**config.mk**
```make
export PLATFORM = sky130hd
export DESIGN_NAME = asnt_poly
export DESIGN_NICKNAME = d
export VERILOG_FILES = /design/src/hdl/asnt_pkg.sv /design/src/hdl/asnt_poly.sv
export SDC_FILE = /design/constraint.sdc
export NUM_CORES = 2
export LEC_CHECK = 0
export BUFFER_PORTS_ARGS = -buffer_cell sky130_fd_sc_hd__buf_4
export CAP_MARGIN = 5
export CORE_MARGIN = 2
export CORE_UTILIZATION = 50
export DETAILED_ROUTE_END_ITERATION = 16
export GPL_TIMING_DRIVEN = 0
export PLACE_DENSITY = 0.67
export SYNTH_ARGS = -nofsm -noshare
export SYNTH_HDL_FRONTEND = slang
export SYNTH_SLANG_ARGS = --single-unit
export TNS_END_PERCENT = 10
```
**constraint.sdc**
```tcl
create_clock -name clk -period 12.3 [get_ports clk]
set_input_delay 0 -clock clk [delete_from_list [all_inputs] [get_ports clk]]
set_output_delay 0 -clock clk [all_outputs]
set_load 0.03 [all_outputs]
```
**src/hdl/asnt_pkg.sv**
```systemverilog
// shared types, constants and a helper function for the next-target pipeline
`timescale 1ns / 1ps
package asnt_pkg;

  localparam int MAX_TW    = 256;
  localparam int MAGW      = 48;
  localparam int AMTW      = 9;
  localparam int FACTW     = 17;
  localparam int POLY_BITS = 16;

  localparam logic [2:0] REG_POW_LIMIT     = 3'd0;
  localparam logic [2:0] REG_ANCHOR_BITS   = 3'd1;
  localparam logic [2:0] REG_ANCHOR_HEIGHT = 3'd2;
  localparam logic [2:0] REG_ANCHOR_PTIME  = 3'd3;
  localparam logic [2:0] REG_SPACING       = 3'd4;
  localparam logic [2:0] REG_HALF_LIFE     = 3'd5;

  localparam logic [63:0] POLY_C1  = 64'd195766423245049;
  localparam logic [63:0] POLY_C2  = 64'd971821376;
  localparam logic [63:0] POLY_C3  = 64'd5127;
  localparam logic [63:0] POLY_RND = 64'h0000_8000_0000_0000;

  localparam logic [31:0] ZERO_BITS = 32'h0101_0000;

  typedef struct packed {
    logic early;
    logic neg;
  } dside_t;

  typedef struct packed {
    logic            lim;
    logic            lsh;
    logic [AMTW-1:0] amt;
  } ctl_t;

  function automatic logic [MAX_TW-1:0] decode_bits(input logic [31:0] bits);
    logic [7:0]        size;
    logic [22:0]       mant;
    logic [4:0]        rsh;
    logic [10:0]       lsh;
    logic [MAX_TW-1:0] w;
    size = bits[31:24];
    mant = bits[22:0];
    rsh  = 5'({3'b000, 2'(8'd3 - size)} << 3);
    lsh  = {size - 8'd3, 3'b000};
    if (size <= 8'd3) begin
      w = MAX_TW'(mant >> rsh);
    end else begin
      w = MAX_TW'(mant) << lsh;
    end
    return w;
  endfunction

endpackage

```
**src/hdl/asnt_poly.sv**
```systemverilog
// four-stage cubic evaluation of the 2^frac factor
`timescale 1ns / 1ps
module asnt_poly
  import asnt_pkg::*;
(
  input  logic             clk,
  input  logic             rst,
  input  logic             en,
  input  logic             in_valid,
  input  logic [15:0]      f16,
  input  ctl_t             in_ctl,
  output logic             out_valid,
  output logic [FACTW-1:0] factor,
  output ctl_t             out_ctl
);

  logic [3:0]  vld;
  ctl_t        ctl1, ctl2, ctl3;
  logic [15:0] f1;
  logic [31:0] f2_1;
  logic [47:0] f3_2;
  logic [63:0] a1, a2, a3, b2, b3, c3;
  logic [63:0] sum;

  assign sum = a3 + b3 + c3 + POLY_RND;

  always_ff @(posedge clk) begin
    if (rst) begin
      vld <= '0;
    end else if (en) begin
      vld <= {vld[2:0], in_valid};
    end
  end

  always_ff @(posedge clk) begin
    if (en) begin
      a1      <= POLY_C1 * 64'(f16);
      f2_1    <= 32'(f16) * 32'(f16);
      f1      <= f16;
      ctl1    <= in_ctl;
      b2      <= POLY_C2 * 64'(f2_1);
      f3_2    <= 48'(f2_1) * 48'(f1);
      a2      <= a1;
      ctl2    <= ctl1;
      c3      <= POLY_C3 * 64'(f3_2);
      a3      <= a2;
      b3      <= b2;
      ctl3    <= ctl2;
      factor  <= FACTW'(32'h0001_0000) + FACTW'(sum[63:48]);
      out_ctl <= ctl3;
    end
  end

  assign out_valid = vld[3];

endmodule

```
; After elaboration in Yosys (flattened, before gate mapping)
; Cells that the tools add are included.
[word_totals]
output_inout_bits = 29
reg_bits = 526
[classes]
n_mul = 5
addsub = 4
[ops]
columns = cell, count
row1 = $add 64x48->64 const B, 1
row2 = $add 64x61->64, 1
row3 = $add 64x62->64, 1
row4 = $mul 48x16->64 const A, 1
row5 = $mul 13x48->61 const A, 1
row6 = $mul 24x32->56 const A, 1
row7 = $mul 32x16->48, 1
row8 = $mul 16x16->32, 1
row9 = $add 17x16->17 const A, 1

; Logic depth before layout (Yosys ltp)
[depth]
ltp_word = 4
depth_mapped = 26
ltp_nobuf = 25

; Worst setup path before layout
; Ideal clock, no wire load.
[synth_path]
path_type = register -> register
startpoint = register f2_1[15]
endpoint = register b2[58] (data pin)
synth_period_minus_slack_ns = 6.871
t_required_ns = 12.039
stages_incl_launch_ff = 24
setup_slack_ns = 5.429
arrival_time_ns = 6.611
setup_ns = 0.261
n_path_buf = 2
cell_sequence = edfxtp_1 > clkbuf_1 > clkbuf_1 > inv_1 > fa_1 > fa_1 > inv_1 > fa_1 > fa_1 > inv_1 > fa_1 > fa_1 > inv_1 > ha_1 > a21o_1 > a31o_2 > o2111ai_1 > nor2_1 > a221oi_2 > o31ai_1 > a221o_1 > o31a_1 > nor3b_1 > a311o_1
[synth_between]
elab_chain_len = 1
[synth_rtl]
columns = item, line_no
row1 = from (decl), asnt_poly.sv:20  ; logic [31:0] f2_1;
row2 = from (signal assigned), asnt_poly.sv:38  ; f2_1 <= 32'(f16) * 32'(f16);
row3 = $mul 24x32->56, asnt_poly.sv:41  ; b2 <= POLY_C2 * 64'(f2_1);
row4 = to (signal assigned), asnt_poly.sv:41
row5 = to (decl), asnt_poly.sv:22  ; logic [63:0] a1, a2, a3, b2, b3, c3;
; Every way passes these cells.
; A chain may end at the register's enable or synchronous reset.

; Final worst setup path
[layout_path]
startpoint = register f2_1[10]
endpoint = register b2[57] (data pin)
; The elaborated chain is that of the path after synthesis.

==> out/results.txt <==
Number of buffer cells added on primary ports: 58
Sequential cell area fraction in the yosys report: 20.0%
Synth Flop Type: edfxtp_1
WS Path Type: flop to flop
H-tree Lvls: 2
Cell taking the most area after synthesis: fa_1
Count of final hold-check violations: 0
Via Count: 50800
Biggest fanout along the worst timing path: 10
Outcome: complete, no violations
Ratio of final minimum period to clock period: 78.8%
Total Routing Usage GR: 26.4%
Die height: 396 µm
Maximum capacitance violations: 0
Layout overhead on the synthesized area: 7.00%
Vias per cell: 5.36
Post-synth ARST share: 0%
I/O pin cnt: 60
Critical path's top delay family: adder cells
Worst hold path class: input pin to flop
Number of antenna violations at the first check in global routing: 15
Count of flip-flops with a built-in enable after synthesis: 510
Count of state elements after synthesis: 514
TritonCTS Buffers: 52
Buf+Inv Stages, Crit Path: 7
Maximum number of buffers from clock root to sink: 3
Slew at the pin closest to its max-slew limit: 1460 ps
Most frequent cells after synthesis: 1749 x inv_1, 1279 x fa_1, 1234 x ha_1
Master of the slowest instance on the critical path: a211oi_1
Largest net degree at the start of global routing: 114
Endpoint type of the worst setup path: flop
Startpoint kind of the worst setup timing path: flop
Master cell of the clock root buffer: clkbuf_16
Number of warnings reported in the yosys synthesis log: 0
Most frequent CP cell: fa_1
Filler cell count in the final layout: 13500
Library cell with the highest instance count after synthesis: inv_1
# DRC: 0
Fraction of layout cells with a size suffix above 1: 2.52%
CTS clk-pin slew, worst paths: 80 ps
Core box area: 154000 µm²
Total Wirelength: 202000 µm
Die area: 157000 µm²
Largest stage delay on the critical path: 970 ps
Floorplan die width: 396 µm
Final net count: 9932
Initial DRT Pass Iterations: 8
Routed wire per std cell: 21.3 µm
Clk_lat worst skew: 630 ps
Via count of the first global-routing pass: 53200
Util after Layout: 53.7%
Maximum clock frequency: 0.103 GHz
Starting DRT DRC Count: 3903
Routability congestion estimate: 0.972
Final setup violation count: 0
Critical path required time: 12570 ps
Synthesized area: 77000 µm²
CP arrival: 9960 ps
Number of placement rows: 144
First-pass GRT wire length: 312000 µm
Pins over their slew limit: 0
Skew final: 28.6 ps
Total number of clock tree sinks: 514
Final ANT Viol Nets: 0
Resized cells post-CTS: 0
Area share of the leading cell type in the synthesized netlist: 33.3%
GR Overflow Total: 0
Initial standard-cell utilization of the core: 50.2%
Headroom to the max-slew limit: 2.52%
Fin Setup TNS: 0 ps
Crit-path cells: clkbuf_1 -> clkbuf_1 -> inv_1 -> fa_1 -> fa_1 -> inv_1 -> fa_1 -> fa_1 -> inv_1 -> fa_1 -> inv_1 -> fa_1 -> ha_1 -> clkbuf_1 -> nand2_1 -> or3_1 -> nor4b_1 -> o21ai_0 -> o311ai_2 -> a21boi_1 -> a211oi_1
Cell variety after synth: 91
Unrepaired setup endpoints after global routing: false
Post-detailed-placement half-perimeter wirelength: 171000 µm
Avg Cell Area, Syn: 10.7 µm²
Min Tclk post-route: 9690 ps
Area contributors post-synth: fa_1 33%, ha_1 20%, edfxtp_1 20%, inv_1 8.5%, nand2_1 2.6%
Synthesized netlist cell count: 7228
TritonCTS clock tree: yes
[worst register-to-register path: cells and delay by family, from the launching register on]
kind	cells	cell delay (ps)
fa+ha+maj	7	3290
compound gates	4	2330
flops	1	880
simple gates	3	1020
buf+inv	7	1820
[sequential cells by signal, summed over array words and instances, names as in the netlist, 16 cells and up]
| name | cells |
|---|---|
| a2 | 64 |
| a3 | 64 |
| a1 | 61 |
| c3 | 60 |
| b2 | 54 |
| b3 | 54 |
| f3_2 | 47 |
| f2_1 | 30 |
| f1 | 16 |
| factor | 16 |
[worst paths after layout]
kind               from       end  slack, ps  cells past startpoint
min reg2reg      a2[24]    a3[24]        400                      0
min          in_ctl[10]  ctl1[10]         90                      2
max reg2reg    f2_1[10]    b2[57]       2610                     21
max            f2_1[10]    b2[57]       2610                     21
[kinds of logic (layout without fill, tap and decap cells)]
| kind of cell | Yosys count | after routing | share of synthesized area, % |
|---|---|---|---|
| xor+xnor | 258 | 258 | 2.93 |
| compound gates | 857 | 857 | 7.20 |
| other cells | 2 | 23 | 0.00975 |
| buf+inv | 1919 | 2110 | 9.37 |
| fa+ha+maj | 2513 | 2513 | 53.3 |
| mux | 8 | 8 | 0.106 |
| simple gates | 1157 | 1157 | 7.07 |
| flops | 514 | 514 | 20.0 |
[routing by layer]
metal	vias to the layer above	share of wire, %	track usage (%)	wire (µm)
met5	-	0.053	0	107
met4	14	5.1	12.0	10300
met3	333	7.6	5.67	15500
met2	1618	45	40.4	90400
met1	25400	43	36.0	86000
li1	23400	-	-	-
[through the flow]
| step | area [µm²] | setup slack, ps | hold WS (ps) | cells |
|---|---|---|---|---|
| 6_report | 82400 | 2610 | 90.9 | 9484 |
| 5_1_grt | 82400 | 2210 | 71.3 | 9477 |
| 4_1_cts | 82300 | 2670 | 52.2 | 9474 |
| 3_5_place_dp | 80200 | 2710 | 180 | 9347 |
| 3_3_place_gp | 80000 | 2770 | 178 | 9342 |
| 2_1_floorplan | 77000 | 5430 | 72.4 | 7240 |
[placed cells by master, fill, tap and decap left out, types with 169 or more instances in the layout]
| cell | netlist | routed |
|---|---|---|
| a21o_1 | 172 | 172 |
| a21oi_1 | 271 | 271 |
| and2_1 | 196 | 196 |
| clkbuf_1 | 163 | 170 |
| edfxtp_1 | 510 | 510 |
| fa_1 | 1279 | 1279 |
| ha_1 | 1234 | 1234 |
| inv_1 | 1749 | 1749 |
| nand2_1 | 536 | 536 |
| nor2_1 | 169 | 169 |
| xnor2_1 | 172 | 172 |
[layout make-up]
cell class / instances / area [µm²] / share of cell area (%)
Tap cell: 2044 / 2560 / 3.10
Inverter: 1751 / 6570 / 7.98
Antenna cell: 9 / 22.5 / 0.0273
Clock buffer: 60 / 1350 / 1.64
Multi-Input combinational cell: 4807 / 54400 / 66.1
Clock inverter: 37 / 503 / 0.611
Buffer: 168 / 644 / 0.782
Timing Repair Buffer: 94 / 908 / 1.10
Sequential cell: 514 / 15400 / 18.7
[timing repair]
item,CTS,global route
hold endpoints to repair,89,0
buffers inserted,0,0
hold buffers,30,0
Power is not shown: default switching activity piles up to over one toggle a cycle in this logic, so the estimate is an artifact.
