## src/hdl/asnt_pkg.sv

```systemverilog
// shared types, constants and a helper function for the next-target pipeline
`timescale 1ns / 1ps
package asnt_pkg;

  localparam int MAX_TW    = 256;
  localparam int MAGW      = 48;
  localparam int AMTW      = 9;
  localparam int FACTW     = 17;
  localparam int POLY_BITS = 16;

  localparam logic [2:0] REG_POW_LIMIT     = 3'd0;
  localparam logic [2:0] REG_ANCHOR_BITS   = 3'd1;
  localparam logic [2:0] REG_ANCHOR_HEIGHT = 3'd2;
  localparam logic [2:0] REG_ANCHOR_PTIME  = 3'd3;
  localparam logic [2:0] REG_SPACING       = 3'd4;
  localparam logic [2:0] REG_HALF_LIFE     = 3'd5;

  localparam logic [63:0] POLY_C1  = 64'd195766423245049;
  localparam logic [63:0] POLY_C2  = 64'd971821376;
  localparam logic [63:0] POLY_C3  = 64'd5127;
  localparam logic [63:0] POLY_RND = 64'h0000_8000_0000_0000;

  localparam logic [31:0] ZERO_BITS = 32'h0101_0000;

  typedef struct packed {
    logic early;
    logic neg;
  } dside_t;

  typedef struct packed {
    logic            lim;
    logic            lsh;
    logic [AMTW-1:0] amt;
  } ctl_t;

  function automatic logic [MAX_TW-1:0] decode_bits(input logic [31:0] bits);
    logic [7:0]        size;
    logic [22:0]       mant;
    logic [4:0]        rsh;
    logic [10:0]       lsh;
    logic [MAX_TW-1:0] w;
    size = bits[31:24];
    mant = bits[22:0];
    rsh  = 5'({3'b000, 2'(8'd3 - size)} << 3);
    lsh  = {size - 8'd3, 3'b000};
    if (size <= 8'd3) begin
      w = MAX_TW'(mant >> rsh);
    end else begin
      w = MAX_TW'(mant) << lsh;
    end
    return w;
  endfunction

endpackage

```

## src/hdl/asnt_enc.sv

```systemverilog
// two-stage compact encoder of the final target
`timescale 1ns / 1ps
module asnt_enc
  import asnt_pkg::*;
#(
  parameter int TW = 256
) (
  input  logic          clk,
  input  logic          rst,
  input  logic          en,
  input  logic          in_valid,
  input  logic [TW-1:0] val,
  input  logic          zero,
  output logic          out_valid,
  output logic [31:0]   bits
);

  logic [MAX_TW-1:0]    val256, e1_val;
  logic [5:0]           nsz, e1_nsz, n2;
  logic                 e1_zero;
  logic [MAX_TW+23:0]   ext;
  logic [23:0]          c, c2;
  logic [1:0]           vld;

  assign val256 = MAX_TW'(val);

  always_comb begin
    nsz = '0;
    for (int i = 0; i < MAX_TW / 8; i++) begin
      if (val256[8*i +: 8] != '0) begin
        nsz = 6'(i + 1);
      end
    end
  end

  assign ext = {e1_val, 24'b0};
  assign c   = ext[{e1_nsz, 3'b000} +: 24];
  assign c2  = c[23] ? {8'b0, c[23:8]} : c;
  assign n2  = c[23] ? e1_nsz + 6'd1 : e1_nsz;

  always_ff @(posedge clk) begin
    if (rst) begin
      vld <= '0;
    end else if (en) begin
      vld <= {vld[0], in_valid};
    end
  end

  always_ff @(posedge clk) begin
    if (en) begin
      e1_val  <= val256;
      e1_nsz  <= nsz;
      e1_zero <= zero;
      bits    <= e1_zero ? ZERO_BITS : {2'b00, n2, c2};
    end
  end

  assign out_valid = vld[1];

endmodule

```

## config.mk

```make
export PLATFORM = sky130hd
export DESIGN_NAME = asnt_enc
export DESIGN_NICKNAME = d
export VERILOG_FILES = /design/src/hdl/asnt_pkg.sv /design/src/hdl/asnt_enc.sv
export SDC_FILE = /design/constraint.sdc
export NUM_CORES = 1
export LEC_CHECK = 0
export ABC_AREA = 1
export BUFFER_PORTS_ARGS = -buffer_cell sky130_fd_sc_hd__buf_4
export CAP_MARGIN = 40
export CELL_PAD_IN_SITES_DETAIL_PLACEMENT = 1
export CELL_PAD_IN_SITES_GLOBAL_PLACEMENT = 2
export CORE_AREA = 2 2 230 232
export DETAILED_ROUTE_END_ITERATION = 6
export DIE_AREA = 0 0 232 234
export PLACE_DENSITY = 0.72
export SLEW_MARGIN = 5
export SYNTH_ARGS = -nofsm -noshare
export SYNTH_HDL_FRONTEND = slang
export SYNTH_SLANG_ARGS = --single-unit
```

## constraint.sdc

```tcl
create_clock -name clk -period 2 [get_ports clk]
set_input_delay 0.2 -clock clk [delete_from_list [all_inputs] [get_ports clk]]
set_output_delay 0.2 -clock clk [all_outputs]
set_load 0.02 [all_outputs]
```

# == Word-level counts from Yosys, hierarchy flattened ==
# Cells that the tools add are included.
# word_totals
regBits,297
input_bits,261
output_inout_bits,33
elab_cells,75
# classes
n_addsub,1
shifts,1
n_mux,33
n_reduce_logical,33
# op_table
operator,n
indexed part select 280 x 10 -> 24 bit,1
nonzero test 8 bit,32
two-way mux 6 bit,31
two-way mux 23 bit,1
"adder 6 x 1 -> 6 bit, second input constant",1
OR reduction 2 bit,1
two-way mux 1 bit,1

# == Longest topological paths before layout ==
# Gate-level depths: netlist of run 1.
# depth
word_depth,32
ltp_mapped,34
ltp_nobuf,34

# == Least setup slack after synthesis of run 1 ==
# No wires, ideal clock.
# synth_path
kind,register -> register
from,register e1_nsz[0]
to,"register bits[3], data pin"
setup_ns,0.256
arrival_ns,1.944
required_ns,1.744
path_slack_ns,-0.200
stages_incl_launch_ff,11
path_buffers,4
synth_period_minus_slack_ns,2.200
path_cell_list,edfxtp_1 buf_6 buf_6 buf_2 buf_2 o21ai_0 a21oi_1 o41ai_1 nand4_1 a31o_1 a22o_1
# synth_between
elab_chain_len,2
# synth_lines
item,line_no,text
from (decl),asnt_enc.sv:19,"logic [5:0] nsz, e1_nsz, n2;"
from (signal assigned),asnt_enc.sv:52,e1_nsz <= nsz;
indexed part select 280 x 10 -> 24 bit,asnt_enc.sv:37,"assign c = ext[{e1_nsz, 3'b000} +: 24];"
two-way mux 23 bit,asnt_enc.sv:38,"assign c2 = c[23] ? {8'b0, c[23:8]} : c;"
to (signal assigned),asnt_enc.sv:54,"bits <= e1_zero ? ZERO_BITS : {2'b00, n2, c2};"
to (decl),asnt_enc.sv:15,output logic [31:0] bits
# No other way between the ends.
# A chain may end at the register's enable or synchronous reset.

# == Final worst setup path of run 1 ==
# layout_path
from,register e1_nsz[0]
to,"register bits[0], data pin"
# Same word-level chain as after synthesis.

==> summary.md, run 1 <==
| Metric | Value |
|---|---|
| Worst Path Max Fanout | 8 |
| Total Routed Length | 86.94 mm |
| Util after Layout | 53.49% |
| Logic gate share of total power | 25.2% |
| Worst hold path class | in -> reg |
| Largest area contributor in the netlist | edfxtp_1 |
| Placeable Area | 52020 µm² |
| Final RePlAce weighted congestion | 0.9199 |
| First-pass GRT wire length | 123.9 mm |
| Post-synth top cells | 361 x nand2_1, 292 x edfxtp_1, 251 x o21ai_0 |
| Synth top area share | 55.24% |
| DIE AREA | 54290 µm² |
| Starting Density | 30.51% |
| Synth cell types | 54 |
| Clock Latency Late Sink | 0.57 ns |
| Pwr Total | 18.91 mW |
| Synth top area cells | edfxtp_1 55%, nand2_1 8.5%, o21ai_0 7.9%, nor2_1 3.4%, a21oi_1 3.1% |
| H-tree Lvls | 2 |
| CTS buffer count | 35 |
| DR vias/cell | 5.301 |
| Syn Area/Cell | 9.228 µm² |
| RSZ-0062 raised after global routing | true |
| Dpl hpwl | 61.01 mm |
| Seq pwr share | 40.9% |
| Layout area overhead | 75.31% |
| Antenna viol nets, final | 0 |
| Grt total ovfl | 0 |
| Row count | 84 |
| Routed via count | 18070 |
| Total GRT Usage | 31.13% |
| Drt initial violations | 1454 |
| Cell count after synthesis | 1720 |
| Count leader, synth | nand2_1 |
| Worst path setup slack after routing | -0.7562 ns |
| Number of global-route vias before repair | 19047 |
| Net Sw Power | 5.565 mW |
| Setup-failing EPs final | 31 |
| Maximum capacitance violations | 0 |
| Yosys warns | 0 |
| Synth Register Bits | 294 |
| CTS tree | yes |
| Crit path kind | reg -> reg |
| LEAKAGE | 11.59 nW |
| Switching part of the total | 29.43% |
| Placed inst area | 22170 µm² |
| Slew HR | 59.31% |
| Pre-CTS setup slack | -1.045 ns |
| Clk buf depth | 3 |
| Share of cells above drive strength 1 | 39.17% |
| Post-route minimum period | 2.756 ns |
| Fin Setup TNS | -17.70 ns |
| Final Cycle Share | 137.8% |
| Largest net degree at the start of global routing | 62 |
| Final Hold Viols | 0 |
| Clk pin slew, worst setup/hold paths | 0.07 ns |
| Clk sinks | 294 |
| Final Max Slew Viols | 0 |
| Die H | 234 µm |
| CP required | 2.30 ns |
| Antenna violations before repair | 2 |
| Arrival time at the worst endpoint | 3.06 ns |
| Drt wl/cell | 25.50 µm |
| Mapped Area | 15870 µm² |
| Cell Pwr Density | 679.5 nW/µm² |
| DRC errors left | 0 |
| VDD IR max | 0.4596 mV |
| Register area share after synthesis | 55.49% |
| Crit path capture type | flip-flop |
| Die X | 232 µm |
| I/O Buffers | 290 |
| Fin area | 27830 µm² |
| Drt first pass iters | 5 |
| CP startpoint kind | flip-flop |
| Nets@finish | 2956 |
| Synth Flop Type | edfxtp_1 |
| Clock Root Buffer | clkbuf_16 |
| Worst slew pin tran | 0.6040 ns |
| Fmax | 362.8 MHz |
| Layout Skew | 0.03683 ns |
| Post-synth EDFFs | 292 |
| # IOs | 294 |
| Clock power share | 34.0% |
| Int Power | 13.34 mW |
| Outcome | finished, violations left |
| Failing checks | setup timing |
| Async SR Flop Fraction | 0% |
-- final cells by class --
| cell class | instances | area [µm²] |
|---|---|---|
| fillers | 5765 | 24200 |
| repair buffers | 1051 | 9304 |
| flip-flops and latches | 294 | 8808 |
| multi-input cells | 1177 | 7194 |
| clock buffers | 42 | 923.4 |
| well taps | 688 | 860.8 |
| inverters | 135 | 533.0 |
| clock inverters | 20 | 197.7 |
| diodes | 2 | 5.005 |
-- per-layer routing --
layer  wire length [µm]  global-route usage, %
met1              36450                  40.59
met4               2774                  9.275
met2              42520                  53.40
met5                  0                      0
met3               5191                  4.742
-- state kept, by name, indices dropped and copies added (netlist names) --
| signal | flops |
|---|---|
| e1_val | 256 |
| bits | 29 |
| e1_nsz | 6 |
| vld | 2 |
| e1_zero | 1 |
-- power by group through the flow --
stage,logic [mW],registers (mW),clock network [mW]
finish,4.76,7.73,6.42
global route,5.01,7.76,6.74
CTS,4.45,7.71,6.46
detailed placement,3.61,7.81,0
global placement,3.55,7.81,0
floorplan,1.31,7.66,0
-- final timing paths --
path,startpoint,end,slack (ns),cells after the start
worst max-delay path,e1_nsz[0]$_SDFFCE_PP0P_,bits[0]$_SDFFCE_PP0P_,-0.76,11
worst min-delay path,val[224],e1_val[224]$_DFFE_PP_,0.36,2
worst max register to register,e1_nsz[0]$_SDFFCE_PP0P_,bits[0]$_SDFFCE_PP0P_,-0.76,11
worst min register to register,vld[0]$_SDFFE_PP0P_,vld[1]$_SDFFE_PP0P_,0.46,2
-- cell usage in the layout (no fill, tap or decap), types with 6 or more instances in the layout --
cell type,netlist,final
nand4_1,8,8
clkbuf_1,53,6
clkinv_2,0,8
nand2_1,361,338
o21ai_1,13,66
nand2_2,1,20
inv_2,11,12
buf_4,6,714
a31oi_1,12,11
a21oi_1,97,81
o22ai_1,39,36
o21ai_2,0,36
buf_12,0,26
nor4_1,52,41
edfxtp_1,292,292
mux2i_2,0,7
nor2_1,142,119
inv_1,123,117
nor2_4,2,16
o2111ai_1,12,10
nor2_2,5,14
o21ai_4,0,9
o211ai_1,32,32
nand3_1,25,21
nor4_2,0,9
a21oi_2,1,14
clkbuf_16,0,40
buf_16,0,8
o21ai_0,251,153
a221oi_1,20,6
mux2i_1,29,17
dlygate4sd3_1,0,260
buf_6,4,32
a221oi_2,0,12
o221ai_1,20,13
-- what timing repair did --
action                                  in CTS  in global routing
gates cloned                                10                  4
setup buffers                               25                 12
endpoints found under the setup margin      31                 34
hold endpoints to repair                   269                  0
pin swaps                                   67                 45
gates resized for setup                    259                107
hold buffers                               260                  0
-- worst max-delay path: stages, from the launching register on --
cell	delay (ns)
edfxtp_1	0.45
buf_6	0.18
buf_12	0.15
buf_16	0.15
buf_6	0.13
o21ai_1	0.27
buf_4	0.18
o22ai_1	0.07
a211oi_1	0.31
o211ai_1	0.23
a32oi_2	0.29
o21ai_2	0.08
-- kinds of logic (layout without fill, tap and decap cells) --
kind of cell / Yosys count / in the layout / share of synthesized area (%)
muxes: 29 / 29 / 1.829
DFF: 294 / 294 / 55.49
and+or+nand+nor: 603 / 603 / 15.75
buffers and inverters: 251 / 1248 / 6.606
adders and majority gates: 1 / 1 / 0.07881
other: 1 / 5 / 0.02363
AOI/OAI and AO/OA: 541 / 541 / 20.22
-- per-stage QoR --
stage                     std cells  hold WS (ns)
final                          3409        0.3603
after CTS                      3394        0.3413
after floorplan                1722        0.2691
after global routing           3409        0.3485
after detailed placement       3042        0.3696
after global placement         3042        0.3649
No activity file was read; power rests on OpenSTA's default activity.
==> inputs of run 2 (changes only) <==
--- a/config.mk
+++ b/config.mk
@@ -10,10 +10,12 @@
 export CAP_MARGIN = 40
 export CELL_PAD_IN_SITES_DETAIL_PLACEMENT = 1
 export CELL_PAD_IN_SITES_GLOBAL_PLACEMENT = 2
-export CORE_AREA = 2 2 230 232
+export CORE_AREA = 2 2 226 228
+export CTS_BUF_LIST = sky130_fd_sc_hd__clkbuf_4 sky130_fd_sc_hd__clkbuf_8
 export DETAILED_ROUTE_END_ITERATION = 6
-export DIE_AREA = 0 0 232 234
-export PLACE_DENSITY = 0.72
+export DIE_AREA = 0 0 228 230
+export MAX_ROUTING_LAYER = met4
+export PLACE_DENSITY = 0.74
 export SLEW_MARGIN = 5
 export SYNTH_ARGS = -nofsm -noshare
 export SYNTH_HDL_FRONTEND = slang
==> run 2 against run 1 <==
  * The flow still finishes with violations (setup timing)
  * Sequential power about the same
  * Clock skew decreased by 0.0037 ns
  * First-iteration DRC count decreased by 3.7%
  * Setup slack improved by 0.062 ns
  * Sequential share of layout area increased by 1.2 points
  * Via count decreased by 1.3%
  * Critical endpoint is now bits[3]$_SDFFCE_PP0P_
==> summary.md, run 2 (same netlist as run 1, synthesis figures left out) <==
| Metric | Value |
|---|---|
| Outcome | finished, violations left (unchanged) |
| Failing checks | setup timing (unchanged) |
| WHS | 0.2726 ns (was 0.3603 ns) |
| Dpl cells | 3032 (was 3042) |
| Antenna viol nets, final | 0 (unchanged) |
| Crit path kind | reg -> reg (unchanged) |
| Arrival time at the worst endpoint | 3.09 ns (was 3.06 ns) |
| Number of flip-flops in the largest register | 256 (unchanged) |
| Critical Path Max Stage Delay | 0.44 ns (was 0.45 ns) |
| Worst hold path class | in -> reg (unchanged) |
| Final Cycle Share | 134.7% (was 137.8%) |
| Cell Pwr Density | 680.9 nW/µm² (was 679.5 nW/µm²) |
| Pre-CTS setup slack | -1.152 ns (was -1.045 ns) |
| Worst path setup slack after routing | -0.6939 ns (was -0.7562 ns) |
| I/O Buffers | 290 (unchanged) |
| Routed via count | 17838 (was 18070) |
| DIE AREA | 52440 µm² (was 54290 µm²) |
| Biggest registers after layout | e1_val x256, bits x29, e1_nsz x6 (unchanged) |
| Clock Root Buffer | clkbuf_8 (was clkbuf_16) |
| Clk sinks | 294 (unchanged) |
| Maximum capacitance violations | 0 (unchanged) |
| Largest net degree at the start of global routing | 63 (was 62) |
| Drt first pass iters | 5 (unchanged) |
| Clk buf depth | 3 (unchanged) |
| DR vias/cell | 5.236 (was 5.301) |
| Final RePlAce weighted congestion | 0.9290 (was 0.9199) |
| Setup-failing EPs final | 30 (was 31) |
| Share of cells above drive strength 1 | 37.07% (was 39.17%) |
| Layout area overhead | 69.10% (was 75.31%) |
| Total Routed Length | 84.93 mm (was 86.94 mm) |
| Fin Setup TNS | -18.03 ns (was -17.70 ns) |
| Drt initial violations | 1400 (was 1454) |
| Pwr Total | 18.28 mW (was 18.91 mW) |
| Commonest cells after routing, fill and taps aside | 730 x buf_4, 348 x nand2_1, 292 x edfxtp_1 (was 714 x buf_4, 338 x nand2_1, 292 x edfxtp_1) |
| Top reg by flops | e1_val (unchanged) |
| Final Max Slew Viols | 0 (unchanged) |
| Drt wl/cell | 24.93 µm (was 25.50 µm) |
| VDD IR max | 0.4848 mV (was 0.4596 mV) |
| Clock Latency Late Sink | 0.66 ns (was 0.57 ns) |
| First-pass GRT wire length | 125.1 mm (was 123.9 mm) |
| Worst Path Max Fanout | 8 (unchanged) |
| LEAKAGE | 11.31 nW (was 11.59 nW) |
| Grt total ovfl | 0 (unchanged) |
| CP most frequent cell | buf_12 (was buf_6) |
| # fillers | 5674 (was 5765) |
| Die X | 228 µm (was 232 µm) |
| CP startpoint kind | flip-flop (unchanged) |
| Die H | 230 µm (was 234 µm) |
| Placeable Area | 49860 µm² (was 52020 µm²) |
| CP required | 2.39 ns (was 2.30 ns) |
| Non-filler cells, final | 3407 (was 3409) |
| Post-route minimum period | 2.694 ns (was 2.756 ns) |
| Crit path capture type | flip-flop (unchanged) |
| Clk pin slew, worst setup/hold paths | 0.07 ns (about the same) |
| Antenna violations before repair | 2 (unchanged) |
| CTS tree | yes (unchanged) |
| Final Hold Viols | 0 (unchanged) |
| Total GRT Usage | 32.79% (was 31.13%) |
| H-tree Lvls | 2 (unchanged) |
| Crit-path slowest cell | edfxtp_1 (unchanged) |
| Slew HR | 50.17% (was 59.31%) |
| Number of global-route vias before repair | 19381 (was 19047) |
| Worst-path cell chain | buf_6 -> buf_12 -> buf_12 -> buf_12 -> nor2_4 -> nor2_2 -> o21ai_1 -> a41oi_2 -> a221oi_4 -> buf_4 -> nand2_2 -> a31o_1 -> a22o_1 (was buf_6 -> buf_12 -> buf_16 -> buf_6 -> o21ai_1 -> buf_4 -> o22ai_1 -> a211oi_1 -> o211ai_1 -> a32oi_2 -> o21ai_2) |
| Layout Skew | 0.03314 ns (was 0.03683 ns) |
| Dpl hpwl | 61.06 mm (was 61.01 mm) |
| Starting Density | 31.83% (was 30.51%) |
| # IOs | 294 (unchanged) |
| Worst slew pin tran | 0.7397 ns (was 0.6040 ns) |
| Nets@finish | 2959 (was 2956) |
| RSZ-0062 raised after global routing | true (unchanged) |
| Row count | 82 (was 84) |
| DRC errors left | 0 (unchanged) |
| Most common cell after layout, fill and taps aside | buf_4 (unchanged) |
| Fmax | 371.2 MHz (was 362.8 MHz) |
| CTS buffer count | 52 (was 35) |
## run 2: what timing repair did
item,4_1_cts,5_1_grt
pin swaps,19,29
setup endpoints to repair,30,32
gates cloned,4,1
setup buffers,15,3
hold buffers,260,0
hold endpoints to repair,283,0
gates resized for setup,105,119
## run 2: path summary, 6_finish.rpt
check                          start                     to  slack (ns)  cells after the start
max          e1_nsz[0]$_SDFFCE_PP0P_  bits[3]$_SDFFCE_PP0P_       -0.69                     13
min                          val[28]   e1_val[28]$_DFFE_PP_        0.27                      2
max reg2reg  e1_nsz[0]$_SDFFCE_PP0P_  bits[3]$_SDFFCE_PP0P_       -0.69                     13
min reg2reg      vld[0]$_SDFFE_PP0P_    vld[0]$_SDFFE_PP0P_        0.47                      2
## run 2: per-layer routing
| metal | share of wire (%) | track usage [%] | up-vias |
|---|---|---|---|
| li1 | - | - | 8214 |
| met1 | 43 | 41.04 | 8837 |
| met2 | 49 | 55.21 | 655 |
| met3 | 5.7 | 4.836 | 132 |
| met4 | 2.9 | 9.457 | 0 |
| met5 | 0 | - | - |
## run 2: final cells by class
cell class | count | area, µm² | share of cell area (%)
Clock buffer | 60 | 775.7 | 2.890
Tap cell | 672 | 840.8 | 3.133
Antenna cell | 2 | 5.005 | 0.01865
Inverter | 135 | 523.0 | 1.949
Multi-Input combinational cell | 1177 | 6679 | 24.88
Clock inverter | 30 | 300.3 | 1.119
Timing Repair Buffer | 1037 | 8909 | 33.19
Sequential cell | 294 | 8808 | 32.82
## run 2: critical path: cells and delay by family (launching register included)
family,cells,cell delay (ns)
flops,1,0.44
compound gates,5,1.03
buf+inv,5,0.80
simple gates,3,0.19
## run 2: report_power, final
part           internal [mW]  switching (mW)
clock network           3.36            2.73
logic                   2.15            2.33
registers               7.34           0.360
total                   12.9            5.42
## run 2: per-stage QoR
| step | utilization, % | area, µm² |
|---|---|---|
| floorplan | - | 16090 |
| global placement | 44.33 | 22110 |
| detailed placement | 44.33 | 22110 |
| CTS | 53.03 | 26440 |
| global route | 53.83 | 26840 |
| finish | 53.83 | 26840 |
